[config.mk]
export PLATFORM = sky130hd
export DESIGN_NAME = nand_page_command_sequencer
export DESIGN_NICKNAME = d
export VERILOG_FILES = /design/src/rtl/core/nps_pkg.sv /design/src/rtl/core/nand_page_command_sequencer.sv /design/src/rtl/core/nps_fifo.sv /design/src/rtl/core/nps_front.sv /design/src/rtl/core/nps_back.sv
export SDC_FILE = /design/constraint.sdc
export NUM_CORES = 1
export LEC_CHECK = 0
export BUFFER_PORTS_ARGS = -buffer_cell sky130_fd_sc_hd__buf_2
export CAP_MARGIN = 20
export CORE_MARGIN = 2
export CORE_UTILIZATION = 55
export DETAILED_ROUTE_END_ITERATION = 7
export PLACE_DENSITY_LB_ADDON = 0.3
export SYNTH_ARGS = -nofsm -noshare
export SYNTH_HDL_FRONTEND = slang
export SYNTH_HIERARCHICAL = 1
export SYNTH_SLANG_ARGS = --single-unit
[constraint.sdc]
create_clock -name clk -period 7.3 [get_ports clk]
set_input_delay 1.46 -clock clk [delete_from_list [all_inputs] [get_ports clk]]
set_output_delay 1.46 -clock clk [all_outputs]
set_load 0.05 [all_outputs]
[src/rtl/core/nps_pkg.sv]
package nps_pkg;

    localparam int PAGE_BYTES = 2048;
    localparam int CNT_W      = 12;
    localparam int COL_W      = 11;
    localparam int ROW_W      = 17;
    localparam int STEP_N     = 8;
    localparam int STEP_IDX_W = 3;
    localparam int FIFO_DEPTH = 4;
    localparam int FIFO_PTR_W = 2;
    localparam int FIFO_CNT_W = 3;

    localparam logic [CNT_W-1:0] PAGE_SIZE = CNT_W'(PAGE_BYTES);

    // host request codes
    localparam logic [2:0] CMD_READ_START = 3'd0;
    localparam logic [2:0] CMD_READ_BYTE  = 3'd1;
    localparam logic [2:0] CMD_PROG_START = 3'd2;
    localparam logic [2:0] CMD_PROG_BYTE  = 3'd3;
    localparam logic [2:0] CMD_ERASE      = 3'd4;

    // bus cycle kinds
    localparam logic [2:0] KIND_CMD  = 3'd0;
    localparam logic [2:0] KIND_ADDR = 3'd1;
    localparam logic [2:0] KIND_WR   = 3'd2;
    localparam logic [2:0] KIND_RD   = 3'd3;
    localparam logic [2:0] KIND_WAIT = 3'd4;
    localparam logic [2:0] KIND_STAT = 3'd5;
    localparam logic [2:0] KIND_ERR  = 3'd6;

    // nand opcodes
    localparam logic [7:0] NAND_READ          = 8'h00;
    localparam logic [7:0] NAND_READ_CONFIRM  = 8'h30;
    localparam logic [7:0] NAND_PROG          = 8'h80;
    localparam logic [7:0] NAND_PROG_CONFIRM  = 8'h10;
    localparam logic [7:0] NAND_ERASE         = 8'h60;
    localparam logic [7:0] NAND_ERASE_CONFIRM = 8'hD0;
    localparam logic [7:0] NAND_STATUS        = 8'h70;
    localparam logic [7:0] ERASE_ROW_LOW_MASK = 8'hC0;

    // step masks for the start and erase sequences
    localparam logic [STEP_N-1:0] READ_START_MASK = 8'h7F;
    localparam logic [STEP_N-1:0] PROG_START_MASK = 8'h3F;
    localparam logic [STEP_N-1:0] ERASE_MASK      = 8'h7F;

    // step positions for byte requests
    localparam int BIT_WAIT  = 0;
    localparam int BIT_RD    = 1;
    localparam int BIT_WR    = 2;
    localparam int BIT_C10   = 3;
    localparam int BIT_WAIT2 = 4;
    localparam int BIT_C70   = 5;
    localparam int BIT_STAT  = 6;
    localparam int BIT_ERR   = 7;

    typedef enum logic [3:0] {
        MODE_IDLE = 4'b0001,
        MODE_READ = 4'b0010,
        MODE_PROG = 4'b0100,
        MODE_STAT = 4'b1000
    } mode_t;

    typedef enum logic [1:0] {
        OP_START = 2'd0,
        OP_ERASE = 2'd1,
        OP_BYTE  = 2'd2
    } op_t;

    typedef struct packed {
        op_t               op;
        logic              is_read;
        logic [COL_W-1:0]  col;
        logic [ROW_W-1:0]  row;
        logic [CNT_W-1:0]  count;
        logic [7:0]        sample;
        logic [7:0]        dbyte;
        logic [STEP_N-1:0] mask;
    } desc_t;

    typedef struct packed {
        logic full;
        logic empty;
    } fifo_stat_t;

endpackage

[src/rtl/core/nand_page_command_sequencer.sv]
// nand page command sequencer
// slave stream s_*: one host request per handshake; s_tuser carries the
// request code and the status-sample flag, s_tdata the address, length,
// block, write byte and sampled bus byte
// master stream m_*: one nand bus cycle per handshake, m_tuser the cycle
// kind, m_tlast set on the final bus cycle caused by a request
// a request is classified and its state updated in the cycle it is taken,
// then queued (four deep) for the cycle generator
// a request passes the queue, the current-request register and the output register
// throughput: one bus cycle per clock from the generator while m_tready is high;
// a request holds the generator until all its bus cycles are out; requests
// keep being taken while the queue has room, one per clock
// reset: mode idle, no bytes pending, queue and output empty
// when m_tready is low the output holds, the generator stops and requests
// are taken until the queue is full
module nand_page_command_sequencer
    import nps_pkg::*;
(
    input  logic        clk,
    input  logic        rst_n,
    input  logic        s_tvalid,
    output logic        s_tready,
    input  logic [71:0] s_tdata,   // byte_address, length, block_number, data_byte, bus_sample
    input  logic [3:0]  s_tuser,   // cmd, status_sample
    output logic        m_tvalid,
    input  logic        m_tready,
    output logic [23:0] m_tdata,   // bus_byte, clamped_count, pass
    output logic [2:0]  m_tuser,   // cycle_kind
    output logic        m_tlast
);

    fifo_stat_t fifo_stat;
    logic       push;
    logic       pop;
    desc_t      push_desc;
    desc_t      head;

    nps_front u_front (
        .clk       (clk),
        .rst_n     (rst_n),
        .s_tvalid  (s_tvalid),
        .s_tready  (s_tready),
        .s_tdata   (s_tdata),
        .s_tuser   (s_tuser),
        .fifo_stat (fifo_stat),
        .push      (push),
        .push_desc (push_desc)
    );

    nps_fifo u_fifo (
        .clk       (clk),
        .rst_n     (rst_n),
        .push      (push),
        .push_desc (push_desc),
        .pop       (pop),
        .head      (head),
        .stat      (fifo_stat)
    );

    nps_back u_back (
        .clk       (clk),
        .rst_n     (rst_n),
        .fifo_stat (fifo_stat),
        .head      (head),
        .pop       (pop),
        .m_tvalid  (m_tvalid),
        .m_tready  (m_tready),
        .m_tdata   (m_tdata),
        .m_tuser   (m_tuser),
        .m_tlast   (m_tlast)
    );

    a_err_last: assert property (@(posedge clk) disable iff (!rst_n)
        (m_tvalid && (m_tuser == KIND_ERR || m_tuser == KIND_STAT)) |-> m_tlast)
        else $error("error or status cycle not last");

    a_count_zero: assert property (@(posedge clk) disable iff (!rst_n)
        (m_tvalid && (m_tuser == KIND_WR || m_tuser == KIND_RD || m_tuser == KIND_WAIT
            || m_tuser == KIND_STAT || m_tuser == KIND_ERR)) |-> (m_tdata[19:8] == '0))
        else $error("count on a data or status cycle");

    a_pass_status: assert property (@(posedge clk) disable iff (!rst_n)
        (m_tvalid && m_tdata[20]) |-> (m_tuser == KIND_STAT && !m_tdata[0]))
        else $error("pass outside a passing status cycle");

    a_push_room: assert property (@(posedge clk) disable iff (!rst_n)
        push |-> !fifo_stat.full)
        else $error("queue overrun");

endmodule

[src/rtl/core/nps_fifo.sv]
module nps_fifo
    import nps_pkg::*;
(
    input  logic       clk,
    input  logic       rst_n,
    input  logic       push,
    input  desc_t      push_desc,
    input  logic       pop,
    output desc_t      head,
    output fifo_stat_t stat
);

    desc_t                 mem_reg [FIFO_DEPTH];
    logic [FIFO_PTR_W-1:0] wr_ptr_reg, wr_ptr_next;
    logic [FIFO_PTR_W-1:0] rd_ptr_reg, rd_ptr_next;
    logic [FIFO_CNT_W-1:0] cnt_reg, cnt_next;

    assign stat.full  = (cnt_reg == FIFO_CNT_W'(FIFO_DEPTH));
    assign stat.empty = (cnt_reg == '0);
    assign head       = mem_reg[rd_ptr_reg];

    always_comb
    begin
        wr_ptr_next = push ? wr_ptr_reg + 1'b1 : wr_ptr_reg;
        rd_ptr_next = pop ? rd_ptr_reg + 1'b1 : rd_ptr_reg;
        cnt_next    = cnt_reg;
        if (push && !pop)
        begin
            cnt_next = cnt_reg + 1'b1;
        end
        else if (pop && !push)
        begin
            cnt_next = cnt_reg - 1'b1;
        end
    end

    always_ff @(posedge clk or negedge rst_n)
    begin
        if (!rst_n)
        begin
            wr_ptr_reg <= '0;
            rd_ptr_reg <= '0;
            cnt_reg    <= '0;
        end
        else
        begin
            wr_ptr_reg <= wr_ptr_next;
            rd_ptr_reg <= rd_ptr_next;
            cnt_reg    <= cnt_next;
        end
    end

    always_ff @(posedge clk)
    begin
        if (push)
        begin
            mem_reg[wr_ptr_reg] <= push_desc;
        end
    end

endmodule

[src/rtl/core/nps_front.sv]
module nps_front
    import nps_pkg::*;
(
    input  logic        clk,
    input  logic        rst_n,
    input  logic        s_tvalid,
    output logic        s_tready,
    input  logic [71:0] s_tdata,
    input  logic [3:0]  s_tuser,
    input  fifo_stat_t  fifo_stat,
    output logic        push,
    output desc_t       push_desc
);

    mode_t            mode_reg, mode_next;
    logic [CNT_W-1:0] left_reg, left_next;
    logic             wait_reg, wait_next;

    logic [2:0]       cmd;
    logic             is_status;
    logic [27:0]      byte_address;
    logic [CNT_W-1:0] length;
    logic [10:0]      block_number;
    logic [7:0]       data_byte;
    logic [7:0]       bus_sample;
    logic [COL_W-1:0] col;
    logic [ROW_W-1:0] row;
    logic [CNT_W-1:0] room;
    logic [CNT_W-1:0] clamped;
    logic [CNT_W-1:0] left_dec;
    logic             has_left;

    assign cmd          = s_tuser[2:0];
    assign is_status    = s_tuser[3];
    assign byte_address = s_tdata[27:0];
    assign length       = s_tdata[39:28];
    assign block_number = s_tdata[50:40];
    assign data_byte    = s_tdata[58:51];
    assign bus_sample   = s_tdata[66:59];

    assign col      = byte_address[COL_W-1:0];
    assign row      = byte_address[27:COL_W];
    assign room     = ({1'b0, col} < PAGE_SIZE) ? PAGE_SIZE - {1'b0, col} : '0;
    assign clamped  = (length < room) ? length : room;
    assign has_left = (left_reg != '0);
    assign left_dec = has_left ? left_reg - 1'b1 : left_reg;

    assign s_tready = !fifo_stat.full;
    assign push     = s_tvalid && s_tready;

    always_comb
    begin
        mode_next         = mode_reg;
        left_next         = left_reg;
        wait_next         = wait_reg;
        push_desc.op      = OP_BYTE;
        push_desc.is_read = 1'b0;
        push_desc.col     = col;
        push_desc.row     = row;
        push_desc.count   = '0;
        push_desc.sample  = bus_sample;
        push_desc.dbyte   = data_byte;
        push_desc.mask    = '0;
        if (mode_reg == MODE_STAT && is_status)
        begin
            push_desc.mask[BIT_STAT] = 1'b1;
            mode_next                = MODE_IDLE;
            left_next                = '0;
        end
        else if (cmd == CMD_READ_START)
        begin
            push_desc.op      = OP_START;
            push_desc.is_read = 1'b1;
            push_desc.count   = clamped;
            push_desc.mask    = READ_START_MASK;
            mode_next         = MODE_READ;
            left_next         = clamped;
            wait_next         = 1'b1;
        end
        else if (cmd == CMD_PROG_START)
        begin
            push_desc.op    = OP_START;
            push_desc.count = clamped;
            push_desc.mask  = PROG_START_MASK;
            mode_next       = MODE_PROG;
            left_next       = clamped;
            wait_next       = 1'b0;
        end
        else if (cmd == CMD_ERASE)
        begin
            push_desc.op   = OP_ERASE;
            push_desc.row  = ROW_W'({block_number, 6'b0});
            push_desc.mask = ERASE_MASK;
            mode_next      = MODE_STAT;
            left_next      = '0;
            wait_next      = 1'b0;
        end
        else if (cmd == CMD_READ_BYTE && mode_reg == MODE_READ && (wait_reg || has_left))
        begin
            push_desc.mask[BIT_WAIT] = wait_reg;
            push_desc.mask[BIT_RD]   = has_left;
            wait_next                = 1'b0;
            left_next                = left_dec;
            if (left_dec == '0)
            begin
                mode_next = MODE_IDLE;
            end
        end
        else if (cmd == CMD_PROG_BYTE && mode_reg == MODE_PROG)
        begin
            push_desc.mask[BIT_WR] = has_left;
            left_next              = left_dec;
            if (left_dec == '0)
            begin
                push_desc.mask[BIT_C10]   = 1'b1;
                push_desc.mask[BIT_WAIT2] = 1'b1;
                push_desc.mask[BIT_C70]   = 1'b1;
                mode_next                 = MODE_STAT;
                if (is_status)
                begin
                    push_desc.mask[BIT_STAT] = 1'b1;
                    mode_next                = MODE_IDLE;
                end
            end
        end
        else
        begin
            push_desc.mask[BIT_ERR] = 1'b1;
        end
    end

    always_ff @(posedge clk or negedge rst_n)
    begin
        if (!rst_n)
        begin
            mode_reg <= MODE_IDLE;
            left_reg <= '0;
            wait_reg <= 1'b0;
        end
        else if (push)
        begin
            mode_reg <= mode_next;
            left_reg <= left_next;
            wait_reg <= wait_next;
        end
    end

endmodule

[src/rtl/core/nps_back.sv]
module nps_back
    import nps_pkg::*;
(
    input  logic        clk,
    input  logic        rst_n,
    input  fifo_stat_t  fifo_stat,
    input  desc_t       head,
    output logic        pop,
    output logic        m_tvalid,
    input  logic        m_tready,
    output logic [23:0] m_tdata,
    output logic [2:0]  m_tuser,
    output logic        m_tlast
);

    logic              cur_valid_reg;
    desc_t             cur_reg;
    logic [STEP_N-1:0] mask_reg, mask_next;
    logic              out_valid_reg;
    logic [7:0]        byte_reg, byte_next;
    logic [CNT_W-1:0]  count_reg, count_next;
    logic              pass_reg, pass_next;
    logic [2:0]        kind_reg, kind_next;
    logic              last_reg, last_next;

    logic [STEP_N-1:0]     sel;
    logic [STEP_IDX_W-1:0] idx;
    logic                  emit;
    logic                  done;

    assign sel       = mask_reg & (~mask_reg + 1'b1);
    assign mask_next = mask_reg & ~sel;
    assign emit      = cur_valid_reg && (!out_valid_reg || m_tready);
    assign done      = emit && (mask_next == '0);
    assign pop       = !fifo_stat.empty && (!cur_valid_reg || done);

    always_comb
    begin
        idx = '0;
        for (int i = 0; i < STEP_N; i++)
        begin
            if (sel[i])
            begin
                idx = STEP_IDX_W'(i);
            end
        end
    end

    always_comb
    begin
        kind_next  = KIND_CMD;
        byte_next  = '0;
        count_next = '0;
        pass_next  = 1'b0;
        last_next  = (mask_next == '0);
        case (cur_reg.op)
            OP_START:
            begin
                count_next = cur_reg.count;
                kind_next  = KIND_ADDR;
                case (idx)
                    3'd0:
                    begin
                        kind_next = KIND_CMD;
                        byte_next = cur_reg.is_read ? NAND_READ : NAND_PROG;
                    end
                    3'd1: byte_next = cur_reg.col[7:0];
                    3'd2: byte_next = 8'(cur_reg.col[COL_W-1:8]);
                    3'd3: byte_next = cur_reg.row[7:0];
                    3'd4: byte_next = cur_reg.row[15:8];
                    3'd5: byte_next = 8'(cur_reg.row[ROW_W-1:16]);
                    default:
                    begin
                        kind_next = KIND_CMD;
                        byte_next = NAND_READ_CONFIRM;
                    end
                endcase
            end
            OP_ERASE:
            begin
                case (idx)
                    3'd0: byte_next = NAND_ERASE;
                    3'd1:
                    begin
                        kind_next = KIND_ADDR;
                        byte_next = cur_reg.row[7:0] & ERASE_ROW_LOW_MASK;
                    end
                    3'd2:
                    begin
                        kind_next = KIND_ADDR;
                        byte_next = cur_reg.row[15:8];
                    end
                    3'd3:
                    begin
                        kind_next = KIND_ADDR;
                        byte_next = 8'(cur_reg.row[16]);
                    end
                    3'd4: byte_next = NAND_ERASE_CONFIRM;
                    3'd5: kind_next = KIND_WAIT;
                    default: byte_next = NAND_STATUS;
                endcase
            end
            default:
            begin
                case (idx)
                    3'(BIT_WAIT):  kind_next = KIND_WAIT;
                    3'(BIT_RD):
                    begin
                        kind_next = KIND_RD;
                        byte_next = cur_reg.sample;
                    end
                    3'(BIT_WR):
                    begin
                        kind_next = KIND_WR;
                        byte_next = cur_reg.dbyte;
                    end
                    3'(BIT_C10):   byte_next = NAND_PROG_CONFIRM;
                    3'(BIT_WAIT2): kind_next = KIND_WAIT;
                    3'(BIT_C70):   byte_next = NAND_STATUS;
                    3'(BIT_STAT):
                    begin
                        kind_next = KIND_STAT;
                        byte_next = cur_reg.sample;
                        pass_next = !cur_reg.sample[0];
                    end
                    default:       kind_next = KIND_ERR;
                endcase
            end
        endcase
    end

    always_ff @(posedge clk or negedge rst_n)
    begin
        if (!rst_n)
        begin
            cur_valid_reg <= 1'b0;
            out_valid_reg <= 1'b0;
            mask_reg      <= '0;
        end
        else
        begin
            if (pop)
            begin
                cur_valid_reg <= 1'b1;
                mask_reg      <= head.mask;
            end
            else if (done)
            begin
                cur_valid_reg <= 1'b0;
                mask_reg      <= '0;
            end
            else if (emit)
            begin
                mask_reg <= mask_next;
            end
            if (emit)
            begin
                out_valid_reg <= 1'b1;
            end
            else if (m_tready)
            begin
                out_valid_reg <= 1'b0;
            end
        end
    end

    always_ff @(posedge clk)
    begin
        if (pop)
        begin
            cur_reg <= head;
        end
        if (emit)
        begin
            kind_reg  <= kind_next;
            byte_reg  <= byte_next;
            count_reg <= count_next;
            pass_reg  <= pass_next;
            last_reg  <= last_next;
        end
    end

    assign m_tvalid = out_valid_reg;
    assign m_tdata  = {3'b0, pass_reg, count_reg, byte_reg};
    assign m_tuser  = kind_reg;
    assign m_tlast  = last_reg;

endmodule
==> impl_results.md <==
- DRC Markers: 0
- Clk_skew: 12.84 ps
- Maximum vdd drop: 203.2 uV
- Nets: 1,160
- Part of the cycle the worst path needs: 0.6334
- Min Clock Period, post-route: 4624 ps
- FP Rows: 63
- WL/cell: 22.53 um
- First-pass GRT wire length: 51,950 um
- Worst slack, placed: 2280 ps
- Commonest non-fill, non-tap cell in the layout: edfxtp_1
- Layout Area Growth over Synthesis: 11.80%
- Post-DRT Antenna Nets: 0
- Final setup fails: 0
- Worst-skew pair later-pin latency: 530 ps
- Arrival time worst endpoint: 4860 ps
- Leak: 6.399 nW
- Status: completed
- Total gr overflow: 0
- Synth top area share: 0.6471
- Largest net degree at the start of global routing: 70
- Initial DRC Count: 866
- Ys Warns: 6
- Layout cells sized above 1: 0.2548
- Mapped Cells: 978
- Hold-fix buffers, CTS: 0
- Crit-path slowest cell: or4_1
- Worst path top cell family by delay: simple AND/OR/NAND/NOR gates
- Number of synthesized flops with an enable pin: 352
- Number of global-route vias before repair: 9,167
- Storage cell area: 11,430 um2
- Final hold vios: 0
- Ranking of synthesized cells by area: edfxtp_1 65%, mux4_2 9.2%, dfrtp_1 5.1%
- Critical path class: in -> reg
- Clk buf depth: 3
- Ports: 110
- Slew Limit Fails: 0
- Critical Path Start Type: primary input
- Multi-input logic area: 4347 um2
- GPL Wtd Cong: 0.8916
- First-pass DRT Iterations: 5
- Unrepaired setup endpoints after global routing: no
- Library cells used by synthesis: 81
- Worst hold-check path type: reg -> reg
- Worst setup margin: 2676 ps
- Sum Neg Setup Slack: 0 ps
- Via count: 8,915
- Synth area leader: edfxtp_1
- Fillers: 2,107
- Post-Syn Area per Cell: 16.70 um2
- H-tree Lvls: 2
- Die area: 31,090 um2
- Critical path data required time: 7540 ps
- Clock Pin Slew Worst Setup and Hold Paths: 60 ps
- Worst path cell trace: buf_2, or4_1, or4_1, nor3_1, inv_1, ha_1, nand2_1, nor2_1, o211ai_1, o21ai_0, buf_4, mux2i_1, nor2_1
- Max-slew headroom: 0.3458
- Worst-path fanout max: 10
- Setup Buffers After CTS: 0
- TritonCTS buffer count: 39
- GRT Total Usage: 0.2211
- Most frequent cells in the layout: 352 x edfxtp_1, 101 x buf_2, 85 x nand2_1
- Pwr Total: 7.881 mW
- Max incr delay on CP: 550 ps
- Ant diodes: 0
- Max-cap viol count: 0
- Synthesis-stage register bit count: 386
- Flop2flop setup slack: 4010 ps
- Ys flop type: edfxtp_1
- Synth async-reset ratio: 0.08808
- Final HPWL DP: 20,310 um
- Power Dens Cells: 431.5 nW/um2
- Die height: 176.3 um
- Worst Path Buf+Inv: 3
- Vias per cell: 6.020
- Post-CTS Resized: 0
- Initial antenna violation count: 0
- Least-Margin Pin Slew: 977.6 ps
- Critical path capture point type: register
- Cell Area, Synth: 16,330 um2
- Sequential area share after synthesis: 0.6993
- Root Buffer: clkbuf_16
- Starting density of the core: 0.5556
- Core area: 29,400 um2
- Clock tree sinks: 386
- Final core utilization: 0.6211
- Max reg flops: 268
- Die width: 176.3 um
- Fmax: 216.3 MHz
- CTS tree: yes
- Final wirelength: 33,360 um
- Port Buf Inserts: 101
- Hold_ws: 515.5 ps
==> through the flow <==
| stage | cell area, um2 | std cells |
|---|---|---|
| 6_report | 18260 | 1481 |
| 5_1_grt | 18260 | 1481 |
| 4_1_cts | 18260 | 1481 |
| 3_5_place_dp | 16960 | 1410 |
| 3_3_place_gp | 16960 | 1410 |
| 2_1_floorplan | 16340 | 980 |
==> worst paths after layout <==
path | start | endpoint | depth (start not counted)
min in group asynchronous | rst_n | u_front/left_reg[4] | 1
hold reg to reg | u_back/cur_reg[33] | u_back/count_reg[9] | 1
setup / recovery | s_tdata[7] | u_fifo/mem_reg[3][25] | 13
hold / removal | u_back/cur_reg[33] | u_back/count_reg[9] | 1
max in group asynchronous | rst_n | u_fifo/rd_ptr_reg[0] | 1
setup reg to reg | u_front/left_reg[0] | u_fifo/mem_reg[0][4] | 7
==> cells in the mapped netlist, drive strengths merged, types with 8 or more instances <==
cell and n:
a21oi 16, clkbuf 19, and2 24, buf 54, nor4 8, mux4 67, ha 18, xor2 8
nor2 41, dfrtp 33, a22oi 13, o21ai 29, inv 28, nor3 20, nand2 85, mux2 13
edfxtp 352, xnor2 9, nand3 10
==> per-layer routing <==
layer,wire length (um),global-route usage,vias up
met1,13800,0.3024,4500
met5,0,0,-
met2,16780,0.3721,351
met3,2094,0.03790,56
li1,-,-,4008
met4,685,0.05957,0
==> final cells by class <==
type	instances	share of cell area
timing repair buffer	113	0.03261
clock buffer	54	0.05995
multi-input combinational	493	0.2380
tap	390	0.02672
sequential	386	0.6257
clock inverter	17	0.01124
inverter	28	0.005755
==> cells by family after synthesis <==
group | after synthesis | share of synthesized area
flip-flops | 386 | 0.6993
AND/OR/NAND/NOR | 239 | 0.07652
AO/OA/AOI/OAI | 131 | 0.06067
buffers and inverters | 101 | 0.03539
multiplexers | 83 | 0.1032
adder cells (fa/ha/maj) | 20 | 0.01563
XOR/XNOR | 17 | 0.009116
other | 1 | 0.0002296
==> power by group <==
part           internal [mW]  switching (mW)
Sequential              3.25           0.401
Clock                   1.20           0.802
Combinational          0.867            1.36
Total                   5.32            2.56
==> worst reg2reg max path, delay by kind of cell (launching register included) <==
kind,cells,cell delay (ps)
flops,1,470
fa+ha+maj,1,300
compound gates,1,670
buf+inv,1,90
simple gates,4,1520
Power figures use the tool's default switching activity.
